File: src/hdl/m64h_pkg.sv
// Shared types and constants for the MurmurHash64A block.
package m64h_pkg;

  localparam logic [63:0] MUR_M      = 64'hc6a4a7935bd1e995;
  localparam int unsigned MUR_R      = 47;
  localparam logic [63:0] SEED_RESET = 64'hdeadbeefdeadbeef;
  localparam int unsigned LEN_W      = 31;
  localparam int unsigned WORD_W     = 64;

  // Multiplier operand source
  typedef enum logic [1:0] {
    SEL_LEN,
    SEL_K,
    SEL_H
  } mul_sel_e;

  // Datapath register updates
  typedef enum logic [3:0] {
    OP_NONE,
    OP_LOAD,    // latch word, last flag and (optionally) length
    OP_H_SEED,  // h = seed ^ p
    OP_K_SHX,   // k = p ^ (p >> R)
    OP_H_XP,    // h = h ^ p
    OP_H_P,     // h = p
    OP_H_FIN,   // h = p ^ (p >> R)
    OP_H_TAIL,  // h = h ^ (k & tail mask)
    OP_H_SHX,   // h = h ^ (h >> R)
    OP_OUT      // load output register with h
  } dp_op_e;

  typedef struct packed {
    dp_op_e   op;
    logic     load_len;
    logic     mul_start;
    mul_sel_e mul_sel;
  } dp_cmd_t;

  typedef struct packed {
    logic last;
    logic tail_nz;
    logic len_nz;
    logic mul_done;
    logic out_busy;
  } dp_sts_t;

endpackage

File: src/hdl/m64h_mul.sv
// Iterative 64-bit by constant multiplier, low 64 bits, one 32x32 product per cycle.
module m64h_mul import m64h_pkg::*; (
  input  logic        clk_i,
  input  logic        rst_ni,
  input  logic        start_i,
  input  logic [63:0] oper_i,
  output logic        done_o,
  output logic [63:0] prod_o
);

  localparam logic [1:0] PH_LL = 2'd0;  // lo(a) * lo(M), full width
  localparam logic [1:0] PH_HL = 2'd1;  // hi(a) * lo(M), low half into upper word
  localparam logic [1:0] PH_LH = 2'd2;  // lo(a) * hi(M), low half into upper word

  logic [63:0] a_q;
  logic [63:0] p_q, p_d;
  logic [1:0]  ph_q;
  logic        run_q, done_q;
  logic [31:0] x, y;
  logic [63:0] pp;

  assign x  = (ph_q == PH_HL) ? a_q[63:32] : a_q[31:0];
  assign y  = (ph_q == PH_LH) ? MUR_M[63:32] : MUR_M[31:0];
  assign pp = {32'd0, x} * {32'd0, y};

  always_comb begin
    if (ph_q == PH_LL) begin
      p_d = pp;
    end else begin
      p_d = {p_q[63:32] + pp[31:0], p_q[31:0]};
    end
  end

  always_ff @(posedge clk_i or negedge rst_ni) begin
    if (!rst_ni) begin
      run_q  <= 1'b0;
      done_q <= 1'b0;
      ph_q   <= PH_LL;
    end else begin
      done_q <= 1'b0;
      if (start_i) begin
        run_q <= 1'b1;
        ph_q  <= PH_LL;
      end else if (run_q) begin
        if (ph_q == PH_LH) begin
          run_q  <= 1'b0;
          done_q <= 1'b1;
        end else begin
          ph_q <= ph_q + 2'd1;
        end
      end
    end
  end

  always_ff @(posedge clk_i) begin
    if (start_i) begin
      a_q <= oper_i;
    end
    if (run_q) begin
      p_q <= p_d;
    end
  end

  assign done_o = done_q;
  assign prod_o = p_q;

endmodule

File: src/hdl/m64h_dp.sv
// Datapath: hash, word and length registers, seed register, multiplier, output register.
module m64h_dp import m64h_pkg::*; (
  input  logic              clk_i,
  input  logic              rst_ni,
  input  dp_cmd_t           cmd_i,
  output dp_sts_t           sts_o,
  input  logic [WORD_W-1:0] word_i,
  input  logic [LEN_W-1:0]  len_i,
  input  logic              last_i,
  input  logic              cfg_we_i,
  input  logic [63:0]       cfg_data_i,
  output logic              out_valid_o,
  input  logic              out_ready_i,
  output logic [63:0]       out_hash_o
);

  logic [63:0]      seed_q;
  logic [63:0]      h_q, h_d;
  logic [63:0]      k_q, k_d;
  logic [LEN_W-1:0] len_q;
  logic             last_q;
  logic             out_valid_q;
  logic [63:0]      out_hash_q;
  logic [63:0]      mul_oper;
  logic [63:0]      p;
  logic             mul_done;
  logic [63:0]      tail_mask;

  always_comb begin
    case (cmd_i.mul_sel)
      SEL_LEN: mul_oper = {{(64 - LEN_W){1'b0}}, len_q};
      SEL_K:   mul_oper = k_q;
      SEL_H:   mul_oper = h_q;
      default: mul_oper = h_q;
    endcase
  end

  m64h_mul u_mul (
    .clk_i   (clk_i),
    .rst_ni  (rst_ni),
    .start_i (cmd_i.mul_start),
    .oper_i  (mul_oper),
    .done_o  (mul_done),
    .prod_o  (p)
  );

  // byte b kept when b < length mod 8
  always_comb begin
    for (int b = 0; b < 8; b++) begin
      tail_mask[8*b +: 8] = ({1'b0, len_q[2:0]} > 4'(b)) ? 8'hff : 8'h00;
    end
  end

  always_comb begin
    h_d = h_q;
    k_d = k_q;
    case (cmd_i.op)
      OP_LOAD:   k_d = word_i;
      OP_H_SEED: h_d = seed_q ^ p;
      OP_K_SHX:  k_d = p ^ (p >> MUR_R);
      OP_H_XP:   h_d = h_q ^ p;
      OP_H_P:    h_d = p;
      OP_H_FIN:  h_d = p ^ (p >> MUR_R);
      OP_H_TAIL: h_d = h_q ^ (k_q & tail_mask);
      OP_H_SHX:  h_d = h_q ^ (h_q >> MUR_R);
      default:   ;
    endcase
  end

  always_ff @(posedge clk_i or negedge rst_ni) begin
    if (!rst_ni) begin
      seed_q      <= SEED_RESET;
      h_q         <= '0;
      len_q       <= '0;
      out_valid_q <= 1'b0;
    end else begin
      if (cfg_we_i) begin
        seed_q <= cfg_data_i;
      end
      h_q <= h_d;
      if (cmd_i.op == OP_LOAD && cmd_i.load_len) begin
        len_q <= len_i;
      end
      if (cmd_i.op == OP_OUT) begin
        out_valid_q <= 1'b1;
      end else if (out_ready_i) begin
        out_valid_q <= 1'b0;
      end
    end
  end

  always_ff @(posedge clk_i) begin
    k_q <= k_d;
    if (cmd_i.op == OP_LOAD) begin
      last_q <= last_i;
    end
    if (cmd_i.op == OP_OUT) begin
      out_hash_q <= h_q;
    end
  end

  assign sts_o.last     = last_q;
  assign sts_o.tail_nz  = (len_q[2:0] != 3'd0);
  assign sts_o.len_nz   = (len_q != '0);
  assign sts_o.mul_done = mul_done;
  assign sts_o.out_busy = out_valid_q && !out_ready_i;

  assign out_valid_o = out_valid_q;
  assign out_hash_o  = out_hash_q;

endmodule

File: src/hdl/m64h_ctrl.sv
// Controller: sequences seeding, word mixing, tail handling and finalization.
module m64h_ctrl import m64h_pkg::*; (
  input  logic    clk_i,
  input  logic    rst_ni,
  input  logic    in_valid_i,
  output logic    in_ready_o,
  input  dp_sts_t sts_i,
  output dp_cmd_t cmd_o
);

  typedef enum logic [3:0] {
    S_IDLE,
    S_START,
    S_W_SEED,
    S_BRANCH,
    S_W_K1,
    S_K2,
    S_W_K2,
    S_HMUL,
    S_W_HMIX,
    S_FIN,
    S_FMUL,
    S_W_FIN,
    S_OUT
  } state_e;

  state_e state_q;
  logic   in_msg_q;
  logic   full_mix;

  assign in_ready_o = (state_q == S_IDLE);
  assign full_mix   = !sts_i.last || (!sts_i.tail_nz && sts_i.len_nz);

  always_comb begin
    cmd_o.op        = OP_NONE;
    cmd_o.load_len  = !in_msg_q;
    cmd_o.mul_start = 1'b0;
    cmd_o.mul_sel   = SEL_H;
    case (state_q)
      S_IDLE: begin
        if (in_valid_i) begin
          cmd_o.op = OP_LOAD;
        end
      end
      S_START: begin
        if (!in_msg_q) begin
          cmd_o.mul_start = 1'b1;
          cmd_o.mul_sel   = SEL_LEN;
        end
      end
      S_W_SEED: if (sts_i.mul_done) cmd_o.op = OP_H_SEED;
      S_BRANCH: begin
        if (full_mix) begin
          cmd_o.mul_start = 1'b1;
          cmd_o.mul_sel   = SEL_K;
        end else if (sts_i.tail_nz) begin
          cmd_o.op = OP_H_TAIL;
        end
      end
      S_W_K1: if (sts_i.mul_done) cmd_o.op = OP_K_SHX;
      S_K2: begin
        cmd_o.mul_start = 1'b1;
        cmd_o.mul_sel   = SEL_K;
      end
      S_W_K2: if (sts_i.mul_done) cmd_o.op = OP_H_XP;
      S_HMUL: cmd_o.mul_start = 1'b1;
      S_W_HMIX: if (sts_i.mul_done) cmd_o.op = OP_H_P;
      S_FIN: cmd_o.op = OP_H_SHX;
      S_FMUL: cmd_o.mul_start = 1'b1;
      S_W_FIN: if (sts_i.mul_done) cmd_o.op = OP_H_FIN;
      S_OUT: if (!sts_i.out_busy) cmd_o.op = OP_OUT;
      default: ;
    endcase
  end

  always_ff @(posedge clk_i or negedge rst_ni) begin
    if (!rst_ni) begin
      state_q  <= S_IDLE;
      in_msg_q <= 1'b0;
    end else begin
      case (state_q)
        S_IDLE:   if (in_valid_i) state_q <= S_START;
        S_START:  state_q <= in_msg_q ? S_BRANCH : S_W_SEED;
        S_W_SEED: if (sts_i.mul_done) state_q <= S_BRANCH;
        S_BRANCH: begin
          if (full_mix) begin
            state_q <= S_W_K1;
          end else if (sts_i.tail_nz) begin
            state_q <= S_HMUL;
          end else begin
            state_q <= S_FIN;  // empty message: word adds nothing
          end
        end
        S_W_K1:   if (sts_i.mul_done) state_q <= S_K2;
        S_K2:     state_q <= S_W_K2;
        S_W_K2:   if (sts_i.mul_done) state_q <= S_HMUL;
        S_HMUL:   state_q <= S_W_HMIX;
        S_W_HMIX: begin
          if (sts_i.mul_done) begin
            if (sts_i.last) begin
              state_q <= S_FIN;
            end else begin
              in_msg_q <= 1'b1;
              state_q  <= S_IDLE;
            end
          end
        end
        S_FIN:    state_q <= S_FMUL;
        S_FMUL:   state_q <= S_W_FIN;
        S_W_FIN:  if (sts_i.mul_done) state_q <= S_OUT;
        S_OUT: begin
          if (!sts_i.out_busy) begin
            in_msg_q <= 1'b0;
            state_q  <= S_IDLE;
          end
        end
        default:  state_q <= S_IDLE;
      endcase
    end
  end

endmodule

File: src/hdl/murmur64a_hash.sv
// MurmurHash64A streaming hash core, top level.
// One word in flight at a time; every multiply by M runs on one shared 32x32
// multiplier in three passes, from issue to write-back.
// Inner word: ready again once its mix is written back; the first word also waits for the seed multiply.
// The last word adds finalization; a tail or empty word skips the word mix.
// The hash is held in an output register, so a new word is taken while it waits.
// Reset (async, active low) clears control state, seed returns to its reset value.
module murmur64a_hash import m64h_pkg::*; (
  input  logic        clk_i,
  input  logic        rst_ni,
  input  logic        s_axis_tvalid,
  output logic        s_axis_tready,
  input  logic [95:0] s_axis_tdata,   // data_word[63:0], msg_length[94:64], zero pad
  input  logic        s_axis_tlast,
  output logic        m_axis_tvalid,
  input  logic        m_axis_tready,
  output logic [63:0] m_axis_tdata,   // hash[63:0]
  input  logic        cfg_valid_i,
  output logic        cfg_ready_o,
  input  logic [63:0] cfg_data_i      // seed
);

  dp_cmd_t cmd;
  dp_sts_t sts;

  assign cfg_ready_o = 1'b1;

  m64h_ctrl u_ctrl (
    .clk_i      (clk_i),
    .rst_ni     (rst_ni),
    .in_valid_i (s_axis_tvalid),
    .in_ready_o (s_axis_tready),
    .sts_i      (sts),
    .cmd_o      (cmd)
  );

  m64h_dp u_dp (
    .clk_i       (clk_i),
    .rst_ni      (rst_ni),
    .cmd_i       (cmd),
    .sts_o       (sts),
    .word_i      (s_axis_tdata[63:0]),
    .len_i       (s_axis_tdata[94:64]),
    .last_i      (s_axis_tlast),
    .cfg_we_i    (cfg_valid_i),
    .cfg_data_i  (cfg_data_i),
    .out_valid_o (m_axis_tvalid),
    .out_ready_i (m_axis_tready),
    .out_hash_o  (m_axis_tdata)
  );

endmodule

File: config.mk
export PLATFORM = sky130hd
export DESIGN_NAME = murmur64a_hash
export DESIGN_NICKNAME = d
export VERILOG_FILES = /design/src/hdl/m64h_pkg.sv /design/src/hdl/m64h_mul.sv /design/src/hdl/m64h_dp.sv /design/src/hdl/m64h_ctrl.sv /design/src/hdl/murmur64a_hash.sv
export SDC_FILE = /design/constraint.sdc
export NUM_CORES = 2
export LEC_CHECK = 0
export BUFFER_PORTS_ARGS = -buffer_cell sky130_fd_sc_hd__clkbuf_2
export CAP_MARGIN = 20
export CORE_ASPECT_RATIO = 1.2
export CORE_MARGIN = 5
export CORE_UTILIZATION = 69
export CTS_CLUSTER_SIZE = 20
export DETAILED_ROUTE_END_ITERATION = 16
export PLACE_DENSITY_LB_ADDON = 0.12
export SLEW_MARGIN = 20
export SYNTH_ARGS = -nofsm -noshare
export SYNTH_HDL_FRONTEND = slang
export SYNTH_SLANG_ARGS = --single-unit
File: constraint.sdc
create_clock -name clk_i -period 23.3 [get_ports clk_i]
set_input_delay 3.495 -clock clk_i [delete_from_list [all_inputs] [get_ports clk_i]]
set_output_delay 3.495 -clock clk_i [all_outputs]
set_load 0.02 [all_outputs]
Word level (Yosys, flattened, before mapping) --
Cells that the tools add are included.
Cells by class: eq/ne operators 33, muxes and demuxes 54, add/subtract/negate cells 2, order comparisons 7, bitwise operators 6, reductions and logical operators 23, multipliers 1
Operators by type and width (count):
- $pmux 64 s6 | 1
- $pmux 64 s2 | 2
- $xor 64x64->64 | 3
- $xor 64x17->64 | 2
- $and 64x56->64 | 1
- $mul 32x32->64 | 1
- $mux 32 | 2
- $mux 64 | 1
- $mux 8 | 7
- $pmux 4 s13 | 1
- $mux 4 | 12
- $pmux 4 s9 | 1
- $add 32x32->32 | 1
- $eq 4x3->1 const B | 8
- $reduce_bool 31->1 | 1
- $eq 4x4->1 const B | 7
- $mux 3 | 6
- $eq 4x2->1 const B | 4
- $mux 1 | 13
- $mux 2 | 5
- $ne 2x1->1 const B | 5
- $gt 3x3->1 const B | 3
- $eq 4x1->1 const B | 2
- $ne 2x2->1 const B | 4
- 20 further kinds | 33
Storage, ports and cells: flip-flop bits (word level) 426, output and inout bits 67, bits of input ports 166, logic and storage cells 141

Longest topological paths before layout --
word-level depth 8, depth in mapped cells 42

Hierarchy --
Synthesis repeated with hierarchy kept, for this count alone.
Unflattened totals: cell total of the unflattened synthesis 4479, area total of the unflattened synthesis 46632.2 µm²
By module, submodules not included:
- m64h_mul | area each 30561.8 µm², cells each 2946, times used 1, seq. area each 3943.8 µm²
- m64h_dp | area each 15429.8 µm², cells each 1443, times used 1, seq. area each 7937.6 µm²
- m64h_ctrl | area each 629.4 µm², cells each 88, times used 1, seq. area each 125.1 µm²
- murmur64a_hash | area each 11.3 µm², cells each 2, times used 1, seq. area each 0.0 µm²

Worst setup path before layout --
OpenSTA, ideal clock, no wires.
path kind reg-to-reg, start point reg u_dp.u_mul.ph_q[1], end point reg u_dp.u_mul.p_q[62] (netlist: u_dp.u_mul.prod_o[62]), data pin, path buffers 4, period minus slack after synthesis 9.688 ns, data arrival time 9.498 ns, library setup time 0.190 ns, required time 23.110 ns, setup slack 13.612 ns, cell stages (with the launch flop) 40, cells stage by stage dfrtp_1 > inv_1 > ha_1 > clkbuf_1 > buf_2 > buf_1 > mux2i_1 > inv_1 > nand2_1 > inv_1 > fa_1 > inv_1 > fa_1 > fa_1 > inv_1 > fa_1 > inv_1 > fa_1 > (+4 left out) > fa_1 > inv_1 > ha_1 > clkbuf_2 > nand4_1 > or3_1 > o22ai_1 > a211oi_1 > o31ai_2 > xor2_1 > ha_1 > and3_1 > nand3_1 > nor2_1 > a221oi_1 > a21boi_0 > xor2_1 > a2111oi_2
Between the ends: longest elaborated chain between the ends 5, elaborated cells between the ends (all ways) 8
RTL lines:
- from (decl) | line m64h_mul.sv:17 | logic [1:0] ph_q;
- from (signal assigned) | line m64h_mul.sv:49 | ph_q <= ph_q + 2'd1;
- $eq 2x1->1 or $eq 2x2->1 (tied branches) | line m64h_mul.sv:22, m64h_mul.sv:23
- $mux 32 (on tied branches) | line m64h_mul.sv:22, m64h_mul.sv:23
- $mul 32x32->64 * | line m64h_mul.sv:24 | assign pp = {32'd0, x} * {32'd0, y};
- net u_dp.u_mul.pp[25] | line m64h_mul.sv:20 | logic [63:0] pp;
- $add 32x32->32 * | line m64h_mul.sv:30 | p_d = {p_q[63:32] + pp[31:0], p_q[31:0]};
- $mux 64 * | line m64h_mul.sv:27 | if (ph_q == PH_LL) begin
- net u_dp.u_mul.p_d[62] | line m64h_mul.sv:16 | logic [63:0] p_q, p_d;
- to (signal assigned) | line m64h_mul.sv:60 | p_q <= p_d;
- to (decl) | line m64h_mul.sv:16
The timed path passes the listed nets; every way through them passes the cells marked *. A chain may end at the register's enable or synchronous reset.

Worst setup path after layout --
Ends and elaborated chain as after synthesis.

==> metrics <==
outcome=complete, no violations; Critical-path top delay cell=mux2i_1; Final nets=between 5000 and 6000; Yosys Warn Count=0; first-pass GRT wire length=approximately 220 mm; register area share after synthesis=a little over a quarter; Detailed Place HPWL=114 mm; fin crit share=50.3%; Die Y-Extent=about 290 um; unrepaired setup endpoints after global routing=false; Final setup violation count=0; Initial DRC Count=roughly 3700; postcts setup bufs=0; worst-case clock buffer depth=3; CTS tree=built; die area=between 70000 and 80000 um^2; Critical Path RT=23.66 ns; #FFs+latches synth=approximately 430; fin. max-slew vios=0; CTS root buffer=clkbuf_16; Tmin final=approximately 12 ns; CP max stage delay=0.81 ns; CP top delay family=adder cells; DR DRC count=0; H-tree levels=2; num rows=103; Antenna Nets Post-Route=0; CP startpoint kind=flop; final hold violations=0; number of max-cap violations=0; area grow syn2layout=7.12%; Die W=between 200 and 250 um; Initial Util=69.7%; setup TNS=0 ns; worst hold slack=0.509 ns; Data arrival, critical path=~12 ns; Rel. slew slack=about 17%; clock latency on the worst-skew pair=approximately 0.55 ns; ratio of cells with drive above 1 in the final layout=13.3%; Crit. End Element=flop; via count=roughly 34000; cts hold-fix bufs=0; vias per cell=between 6 and 7; antenna violations before repair=2; CP max FO=31; Yosys cell types=82; Port-buffer cells=230; Reg clk slew, reported paths=0.07 ns; clock skew=0.0251 ns; worst-margin pin slew=approximately 1.2 ns; Crit Path Category=reg2reg; routed wire length=about 140 mm; Crit path top cell by count=inv_1; largest net degree at the start of global routing=between 100 and 150; WL/cell=~27 um; core area=between 60000 and 70000 um^2; Syn Area/Cell=around 11 um^2; Pre-antenna DRT Iters=9; # IOs=around 230; Mapped Area=between 40000 and 50000 um^2; Max Fclk=around 85 MHz; post-synthesis cell count=4295; number of global-route vias before repair=between 30000 and 40000; total CTS buffers=38; Hold Crit Class=reg2reg; crit path buf inv count=10; placer's final routability congestion estimate=between 0.9 and 1; Tot GR Track Use=40.1%; Top FF cell, synth=edfxtp_1; gr ovfl total=0; post_cts resized=0; Clock Sinks=roughly 430; Post-synth EDFFs=257; FFs w/ async S/R, synth=~40%
-- layout make-up --
class | count | area [um^2]
Antenna cell | 1 | 2.50
Timing Repair Buffer | 274 | 1490
Clock buffer | 53 | 1060
Tap cell | 892 | 1120
Inverter | 769 | 2890
Sequential cell | 426 | 12000
Clock inverter | 16 | 180
Multi-Input combinational cell | 2933 | 30500
Fill cell | 4662 | 16700
-- cells by family (layout without fill, tap and decap cells) --
group | count (synthesis) | after routing | synth area share, %
adders and majority gates | 1052 | 1052 | 38.7
buffers and inverters | 939 | 1112 | 7.76
AOI/OAI and AO/OA | 716 | 716 | 10.4
and+or+nand+nor | 671 | 671 | 6.51
DFF | 426 | 426 | 26.1
muxes | 246 | 246 | 5.80
xor gates and xnor gates | 243 | 243 | 4.63
other | 2 | 6 | 0.0164
-- registers in the layout (all words and copies together), names as in the netlist --
register	flops
u_dp.h_q	64
u_dp.k_q	64
u_dp.out_hash_o	64
u_dp.seed_q	64
u_dp.u_mul.a_q	64
u_dp.u_mul.prod_o	64
u_dp.len_q	31
u_ctrl.state_q	4
u_dp.u_mul.ph_q	2
u_ctrl.in_msg_q	1
u_dp.last_q	1
u_dp.out_valid_o	1
u_dp.u_mul.done_o	1
u_dp.u_mul.run_q	1
-- Yosys cell counts, types with 86 or more instances --
master	n	area (um^2)
nand2_1	291	1090
xnor2_1	197	1730
dfrtp_1	121	3030
inv_1	766	2880
mux2_2	160	1800
ha_1	437	5470
a21oi_1	185	926
edfxtp_1	257	7720
mux2i_1	86	861
clkbuf_1	123	462
fa_1	615	12300
o21ai_0	146	731
nor2_1	191	717
-- placed cells by master, fill, tap and decap left out, drive strengths merged, types with 48 or more instances in the layout --
cell    synthesis  layout
fa            615     615
mux2          160     160
a22oi          57      57
mux2i          86      86
o21ai         157     157
clkbuf        125     281
dfstp          48      48
edfxtp        257     257
a21oi         186     186
nor2          192     192
dfrtp         121     121
xnor2         197     197
inv           766     767
a21o           74      74
ha            437     437
nand2         293     293
-- stage by stage --
stage	area, um^2	util [%]	setup slack, ns	cells
floorplan	45900	-	13.61	4298
finish	49200	74.7	11.59	5364
global placement	47900	72.8	12.01	5294
detailed placement	47900	72.8	11.86	5294
CTS	49200	74.7	11.82	5363
global route	49200	74.7	11.40	5363
-- final timing paths --
path | startpoint | depth (start not counted) | endpoint | slack [ns]
max in group asynchronous | rst_ni | 2 | u_dp.h_q[45] | 18.58
max reg2reg | u_dp.u_mul.ph_q[1] | 36 | u_dp.u_mul.prod_o[62] | 11.59
max | u_dp.u_mul.ph_q[1] | 36 | u_dp.u_mul.prod_o[62] | 11.59
min in group asynchronous | rst_ni | 1 | u_dp.seed_q[20] | 3.10
min | u_dp.seed_q[52] | 1 | u_dp.seed_q[52] | 0.51
min reg2reg | u_dp.seed_q[52] | 1 | u_dp.seed_q[52] | 0.51
-- layer usage --
layer	track usage (%)	vias to the layer above	share of wire, %
li1	-	14600	-
met1	50.8	16700	35
met2	64.6	2103	47
met3	7.72	528	9.8
met4	23.9	2	8.2
met5	0	-	0.0098
Power is left out: the tool's default activity adds up to more than one toggle a clock period on the data nets, which glitch-free logic cannot reach.
